<file path="config.mk">
export PLATFORM = sky130hd
export DESIGN_NAME = segx_div
export DESIGN_NICKNAME = d
export VERILOG_FILES = /design/src/hw/rtl/assert_macros.svh /design/src/hw/rtl/segx_div.sv
export SDC_FILE = /design/constraint.sdc
export NUM_CORES = 2
export LEC_CHECK = 0
export ABC_AREA = 1
export ABC_CLOCK_PERIOD_IN_PS = 3060
export BUFFER_PORTS_ARGS = -buffer_cell sky130_fd_sc_hd__buf_2
export CAP_MARGIN = 20
export CORE_ASPECT_RATIO = 1.75
export CORE_UTILIZATION = 55
export CTS_BUF_LIST = sky130_fd_sc_hd__clkbuf_2
export DETAILED_ROUTE_END_ITERATION = 12
export GPL_ROUTABILITY_DRIVEN = 0
export PLACE_DENSITY = 0.71
export SLEW_MARGIN = 25
export SYNTH_ARGS = -nofsm -noshare
export SYNTH_HDL_FRONTEND = slang
export SYNTH_SLANG_ARGS = --single-unit
export TNS_END_PERCENT = 50
</file>
<file path="constraint.sdc">
create_clock -name clk_i -period 3.06 [get_ports clk_i]
set_input_delay 0.612 -clock clk_i [delete_from_list [all_inputs] [get_ports clk_i]]
set_output_delay 0.612 -clock clk_i [all_outputs]
set_load 0.005 [all_outputs]
</file>
<file path="src/hw/rtl/assert_macros.svh">
// ----------------------------------------------------------------------------
// Assertion macros
// Shared concurrent assertion helpers for the RTL.
// ----------------------------------------------------------------------------
`ifndef ASSERT_MACROS_SVH
`define ASSERT_MACROS_SVH
`ifndef SYNTHESIS
`define ASSERT_IMPLY(label, clk, rst_n, ante, cons) \
  label: assert property (@(posedge clk) disable iff (!rst_n) (ante) |-> (cons)) \
    else $error("assertion failed");
`define ASSERT_NEXT(label, clk, rst_n, ante, cons) \
  label: assert property (@(posedge clk) disable iff (!rst_n) (ante) |=> (cons)) \
    else $error("assertion failed");
`else
`define ASSERT_IMPLY(label, clk, rst_n, ante, cons)
`define ASSERT_NEXT(label, clk, rst_n, ante, cons)
`endif
`endif

</file>
<file path="src/hw/rtl/segx_div.sv">
// ----------------------------------------------------------------------------
// segx_div
// Pipelined restoring divider, one quotient bit per stage, with sideband.
// The quotient must fit QuotBits bits, i.e. num < den << QuotBits.
// ----------------------------------------------------------------------------
module segx_div #(
  parameter int unsigned NumBits = 51,
  parameter int unsigned DenBits = 35,
  parameter int unsigned QuotBits = 17,
  parameter int unsigned SideBits = 1
) (
  input  logic                clk_i,
  input  logic                rst_ni,
  input  logic                adv_i,
  input  logic                valid_i,
  input  logic [NumBits-1:0]  num_i,
  input  logic [DenBits-1:0]  den_i,
  input  logic [SideBits-1:0] side_i,
  output logic                valid_o,
  output logic [QuotBits-1:0] quot_o,
  output logic [SideBits-1:0] side_o
);
  // stage k holds remainder, remaining dividend bits shifted in as quotient bits
  logic [QuotBits-1:0] vld_q;
  logic [DenBits:0]    rem_q  [QuotBits];
  logic [QuotBits-1:0] nq_q   [QuotBits];
  logic [DenBits-1:0]  den_q  [QuotBits];
  logic [SideBits-1:0] side_q [QuotBits];

  for (genvar k = 0; k < QuotBits; k++) begin : g_stage
    logic                vld_in;
    logic [DenBits:0]    rem_in;
    logic [QuotBits-1:0] nq_in;
    logic [DenBits-1:0]  den_in;
    logic [SideBits-1:0] side_in;
    logic [DenBits:0]    sh;
    logic [DenBits+1:0]  diff;
    if (k == 0) begin : g_first
      // upper dividend bits start as the remainder, already below den
      assign vld_in  = valid_i;
      assign rem_in  = (DenBits+1)'(num_i[NumBits-1:QuotBits]);
      assign nq_in   = num_i[QuotBits-1:0];
      assign den_in  = den_i;
      assign side_in = side_i;
    end else begin : g_next
      assign vld_in  = vld_q[k-1];
      assign rem_in  = rem_q[k-1];
      assign nq_in   = nq_q[k-1];
      assign den_in  = den_q[k-1];
      assign side_in = side_q[k-1];
    end
    assign sh   = {rem_in[DenBits-1:0], nq_in[QuotBits-1]};
    assign diff = {1'b0, sh} - {2'b00, den_in};
    always_ff @(posedge clk_i or negedge rst_ni) begin
      if (!rst_ni) begin
        vld_q[k] <= 1'b0;
      end else if (adv_i) begin
        vld_q[k] <= vld_in;
      end
    end
    always_ff @(posedge clk_i) begin
      if (adv_i) begin
        rem_q[k]  <= diff[DenBits+1] ? sh : diff[DenBits:0];
        nq_q[k]   <= {nq_in[QuotBits-2:0], ~diff[DenBits+1]};
        den_q[k]  <= den_in;
        side_q[k] <= side_in;
      end
    end
  end

  assign valid_o = vld_q[QuotBits-1];
  assign quot_o  = nq_q[QuotBits-1];
  assign side_o  = side_q[QuotBits-1];
endmodule

</file>
==> PnR_summary.wiki, run 1 <==
{| class="wikitable"
! Metric !! Value
|-
| Synth Area in Compound Gates || 5.64%
|-
| Mux share of post-synthesis cell area || 0.0120%
|-
| Adder-cell area share of the yosys netlist || 8.26%
|-
| Maximum buffer depth of the clock tree || 4
|-
| Simple-Gate Fraction of Synth Area || 27.5%
|-
| Exit stage || global routing
|-
| Sequential area share after synthesis || 46.1%
|-
| Worst setup slack before clock tree synthesis || -0.0697 ns
|-
| Most area-hungry cell type in the Yosys netlist || edfxtp_1
|-
| Initial Utilization || 55.4%
|-
| Num ports || 110
|-
| Post-synthesis sequential element count || 1,443
|-
| Distinct cell type count after synthesis || 41
|-
| Top post-synthesis cells by area || edfxtp_1 (46%), nand2_1 (17%), inv_1 (8.2%)
|-
| Synth warnings || 0
|-
| GR Util All Layers || 51.1%
|-
| Number of clock sinks seen by CTS || 1,443
|-
| Combinational family with the most area after synthesis || simple AND/OR/NAND/NOR gates
|-
| CTS Buf Count || 338
|-
| Chip Width || 314 µm
|-
| Status || aborted with a tool error
|-
| Synthesized area per cell || 7.99 µm²
|-
| Post-DP HPWL || 262,000 µm
|-
| First-pass GRT wire length || 678,000 µm
|-
| Net count after synthesis || 12,500
|-
| Area share of the largest cell type after synthesis || 45.6%
|-
| Post-Syn Area || 93,800 µm²
|-
| GR Overflow Total || 2,063
|-
| Std cell rows || 200
|-
| Xor and xnor area share after synthesis || 2.69%
|-
| Port bufs || 109
|-
| Largest net degree at the start of global routing || 96
|-
| Die height || 548 µm
|-
| # Post-CTS Setup Buffers || 0
|-
| Vias in the first global route || 102,000
|-
| Root Buffer || clkbuf_2
|-
| CTS H-Tree Depth || 5
|-
| Syn Inst Count || 11,800
|-
| Number of cells after detailed placement || 14,200
|-
| Run Error || [ERROR GRT-0116] Global routing finished with congestion. Check the congestion regions in the DRC Viewer.
|}
kinds of logic after synthesis:
kind of cell             after synthesis
AO/OA/AOI/OAI                        981
multiplexers                           1
buffers and inverters               2212
AND/OR/NAND/NOR                     6215
XOR/XNOR                             288
flip-flops                          1443
adder cells (fa/ha/maj)              610
through the flow:
step	hold slack, ns	cell area [µm²]
3_3_place_gp	0.401	98200
3_5_place_dp	0.405	98200
2_1_floorplan	0.316	93800
4_1_cts	0.00828	103000
cells in the mapped netlist:
cell type	count
buf_6	43
dfrtp_1	17
o21bai_1	74
clkbuf_1	4
nand3_2	79
nor2_1	953
clkinv_1	12
nand2_2	98
a21o_1	21
nand3b_1	79
buf_2	6
mux2_2	1
xnor2_1	162
o21ai_1	197
nand2_1	4153
buf_12	17
o21ai_0	201
inv_4	4
nor2_4	16
inv_1	2062
ha_1	594
edfxtp_1	1426
xor2_1	126
a21oi_2	23
a21oi_1	440
o211ai_1	13
nor4_1	16
a21boi_0	1
nand3_1	600
inv_2	14
buf_4	35
and3_1	16
nand2_4	8
nand4_1	58
nor2_2	18
nor3_1	106
fa_1	16
buf_8	11
nand4_2	15
o21a_1	11
clkinv_2	4
metal layers:
layer	track usage, %	GRT overflow
met1	42.5	12
met2	75.4	1556
met3	33.1	7
met4	57.3	488
met5	11.0	0
repair_timing:
item                                   in CTS
endpoints found under the hold margin    1547
hold buffers                              203
gates resized for setup                     0
==> run 2, diff against run 1 <==
--- a/config.mk
+++ b/config.mk
@@ -9,12 +9,10 @@
 export ABC_CLOCK_PERIOD_IN_PS = 3060
 export BUFFER_PORTS_ARGS = -buffer_cell sky130_fd_sc_hd__buf_2
 export CAP_MARGIN = 20
-export CORE_ASPECT_RATIO = 1.75
-export CORE_UTILIZATION = 55
-export CTS_BUF_LIST = sky130_fd_sc_hd__clkbuf_2
+export CORE_UTILIZATION = 40
 export DETAILED_ROUTE_END_ITERATION = 12
 export GPL_ROUTABILITY_DRIVEN = 0
-export PLACE_DENSITY = 0.71
+export PLACE_DENSITY_LB_ADDON = 0.15
 export SLEW_MARGIN = 25
 export SYNTH_ARGS = -nofsm -noshare
 export SYNTH_HDL_FRONTEND = slang
==> PnR_summary.wiki, run 2 <==
{| class="wikitable"
! Metric !! Value
|-
| Wire length per cell after detailed routing || 18.3 µm
|-
| Initial Utilization || 40.3%
|-
| Fraction of final layout cells with drive strength greater than 1 || 6.26%
|-
| Routed via count || 77,300
|-
| First-pass GRT wire length || 431,000 µm
|-
| Chip Width || 486 µm
|-
| Area added between synthesis and finish || 11.3%
|-
| Post-Syn Area || 93,800 µm²
|-
| Chain of cells forming the critical path || ha_1, fa_1, inv_1, nand3_1, nand3_1, nand4_2, nand3_2, nand2_2, nand2_4, inv_6, o21ai_1
|-
| RSZ-0062 raised after global routing || yes
|-
| Number of fill cells || 23,200
|-
| Slowest stage cell, crit path || edfxtp_1
|-
| Commonest cells in the synthesized netlist || nand2_1 (4,153), inv_1 (2,062), edfxtp_1 (1,426)
|-
| Maximum fanout count along the critical path || 52
|-
| Number of clock sinks seen by CTS || 1,443
|-
| Fmax || 340 MHz
|-
| Syn Inst Count || 11,800
|-
| Core Area || 233,000 µm²
|-
| Largest net degree at the start of global routing || 141
|-
| Sequential area share after synthesis || 46.1%
|-
| Sequential fraction of design power || 31.3%
|-
| CTS Buf Count || 169
|-
| Maximum buffer depth of the clock tree || 3
|-
| GR Overflow Total || 0
|-
| Num ports || 110
|-
| Total wirelength of the detailed-routed design || 282,000 µm
|-
| DRT antenna net count || 0
|-
| Final critical-path required period || 2.94 ns
|-
| Net count after synthesis || 12,500
|-
| Endpoint kind of the worst setup timing path || flop
|-
| Int Pwr || 0.0580 W
|-
| CTS H-Tree Depth || 4
|-
| Final hold violations || 0
|-
| Synth warnings || 0
|-
| Max Slew Vio Count || 0
|-
| GR Util All Layers || 23.6%
|-
| Power density cells || 1000 nW/µm²
|-
| Max incr delay on CP || 0.56 ns
|-
| Port bufs || 109
|-
| Switching power as a share of total power || 44.7%
|-
| Headroom to the max-slew limit || 38.3%
|-
| Root Buffer || clkbuf_16
|-
| Initial antenna violation count || 7
|-
| Total DRC errors in the routed layout || 0
|-
| Largest voltage drop on the vdd net || 0.541 mV
|-
| Worst hold-check path type || input port to flop
|-
| Die footprint || 237,000 µm²
|-
| Clock Pin Slew Worst Setup and Hold Paths || 0.06 ns
|-
| Post-synthesis sequential element count || 1,443
|-
| Data required time of the worst path || 3.63 ns
|-
| Async set or reset register ratio after synthesis || 1.18%
|-
| Status || completed
|-
| Number of DRC markers in iteration 0 || 6,511
|-
| Most common cell in the netlist || nand2_1
|-
| Most area-hungry cell type in the Yosys netlist || edfxtp_1
|-
| Die height || 486 µm
|-
| Cell occurring most often along the worst timing path || nand3_1
|-
| Comb pwr share || 48.9%
|-
| Period Utilization, post-route || 96.1%
|-
| Layout Skew || 0.0305 ns
|-
| Max capacitance violation total || 0
|-
| Static Leakage || 50.6 nW
|-
| # nets final || 12,800
|-
| Endpoint arrival time on the critical path || 3.51 ns
|-
| Clk Latency, worst-skew pair || 0.83 ns
|-
| Vias in the first global route || 75,300
|-
| Most used cells in the layout excluding fill and tap cells || nand2_1 (4,153), inv_1 (2,062), edfxtp_1 (1,426)
|-
| Distinct cell type count after synthesis || 41
|-
| Leading register cell type out of synthesis || edfxtp_1
|-
| Power spent charging and discharging nets || 0.0469 W
|-
| Number of flops mapped to enable cells by yosys || 1,426
|-
| Synthesized area per cell || 7.99 µm²
|-
| Finished Core Util || 44.8%
|-
| Mean number of vias per cell || 5.03
|-
| Std cell rows || 177
|-
| Power share of the clock group || 19.8%
|-
| Critical Path Start Type || flop
|-
| Post-DP HPWL || 229,000 µm
|-
| Placed cell area || 98,100 µm²
|-
| Largest registers ranked by flip-flop count || den_q (560), rem_q (560), nq_q (289)
|-
| Top post-synthesis cells by area || edfxtp_1 (46%), nand2_1 (17%), inv_1 (8.2%)
|-
| TritonCTS clock tree || yes
|-
| Post-layout instance area || 104,000 µm²
|-
| Flip-flop and latch area || 43,200 µm²
|-
| Worst-margin pin slew || 0.925 ns
|-
| Commonest non-fill, non-tap cell in the layout || nand2_1
|-
| Setup violation total in the final timing report || 0
|-
| Length of the first detailed-routing pass in iterations || 7
|-
| Type of the worst setup path || flop to flop
|-
| Area share of the largest cell type after synthesis || 45.6%
|-
| Area of the multi-input gates || 41,400 µm²
|}
## run 2: worst max-delay path: cells and delay by family, from the launching register on
kind | cells | cell delay, ns
simple gates | 6 | 0.71
fa+ha+maj | 2 | 0.71
flops | 1 | 0.56
compound gates | 1 | 0.44
buf+inv | 2 | 0.25
## run 2: logic make-up after synthesis
family | share of synthesized area [%]
compound gates | 5.64
xor+xnor | 2.69
fa+ha+maj | 8.26
buf+inv | 9.78
flops | 46.1
mux | 0.0120
simple gates | 27.5
## run 2: final cells by class
class,instances,area share (%)
multi-input cells,8095,39.7
inverters,2096,7.56
repair buffers,277,2.12
well taps,3132,3.75
flip-flops and latches,1443,41.4
clock buffers,193,4.18
clock inverters,120,1.28
diodes,5,0.0120
## run 2: metal layers
layer / vias up / routed length, µm / global-route usage, %
met1: 35800 / 121000 / 30.1
met4: 0 / 11900 / 9.64
li1: 38300 / - / -
met3: 587 / 16100 / 3.10
met2: 2507 / 132000 / 40.2
met5: - / 0 / 0
## run 2: worst paths after layout
kind                                     from            endpoint  slack, ns  depth (start not counted)
worst max-delay path            den_q[0][210]       rem_q[0][253]       0.12                         11
worst min-delay path                num_i[46]        rem_q[0][30]       0.11                          3
worst max register to register  den_q[0][210]       rem_q[0][253]       0.12                         11
worst min register to register    nq_q[0][80]         nq_q[0][98]       0.41                          0
max in group asynchronous              rst_ni   g_stage[4].vld_in       2.53                          2
min in group asynchronous              rst_ni  g_stage[16].vld_in       0.25                          2
## run 2: stage by stage
| step | total power [W] | setup slack (ns) | TNS, ns | cells | hold slack, ns |
|---|---|---|---|---|---|
| after global routing | 0.113 | -0.0280 | -0.0280 | 15400 | 0.0710 |
| after global placement | 0.0831 | -0.133 | -0.165 | 15000 | 0.401 |
| final | 0.105 | 0.118 | 0 | 15400 | 0.108 |
| after floorplan | 0.0688 | 0.754 | 0 | 11800 | 0.316 |
| after detailed placement | 0.0835 | -0.163 | -0.230 | 15000 | 0.405 |
| after CTS | 0.105 | -0.0549 | -0.128 | 15400 | 0.0405 |
## run 2: power groups by stage
stage	sequential [W]	clock, W	combinational [W]
finish	0.0328	0.0208	0.0513
global route	0.0332	0.0221	0.0574
CTS	0.0329	0.0214	0.0506
detailed placement	0.0332	0	0.0503
global placement	0.0332	0	0.0499
floorplan	0.0307	0	0.0381
## run 2: timing repair
item | 4_1_cts | 5_1_grt
hold buffers | 54 | 0
setup buffers | 0 | 1
hold endpoints to repair | 70 | 0
gates resized for setup | 2 | 10
setup endpoints to repair | 7 | 109
Power figures use the tool's default switching activity.
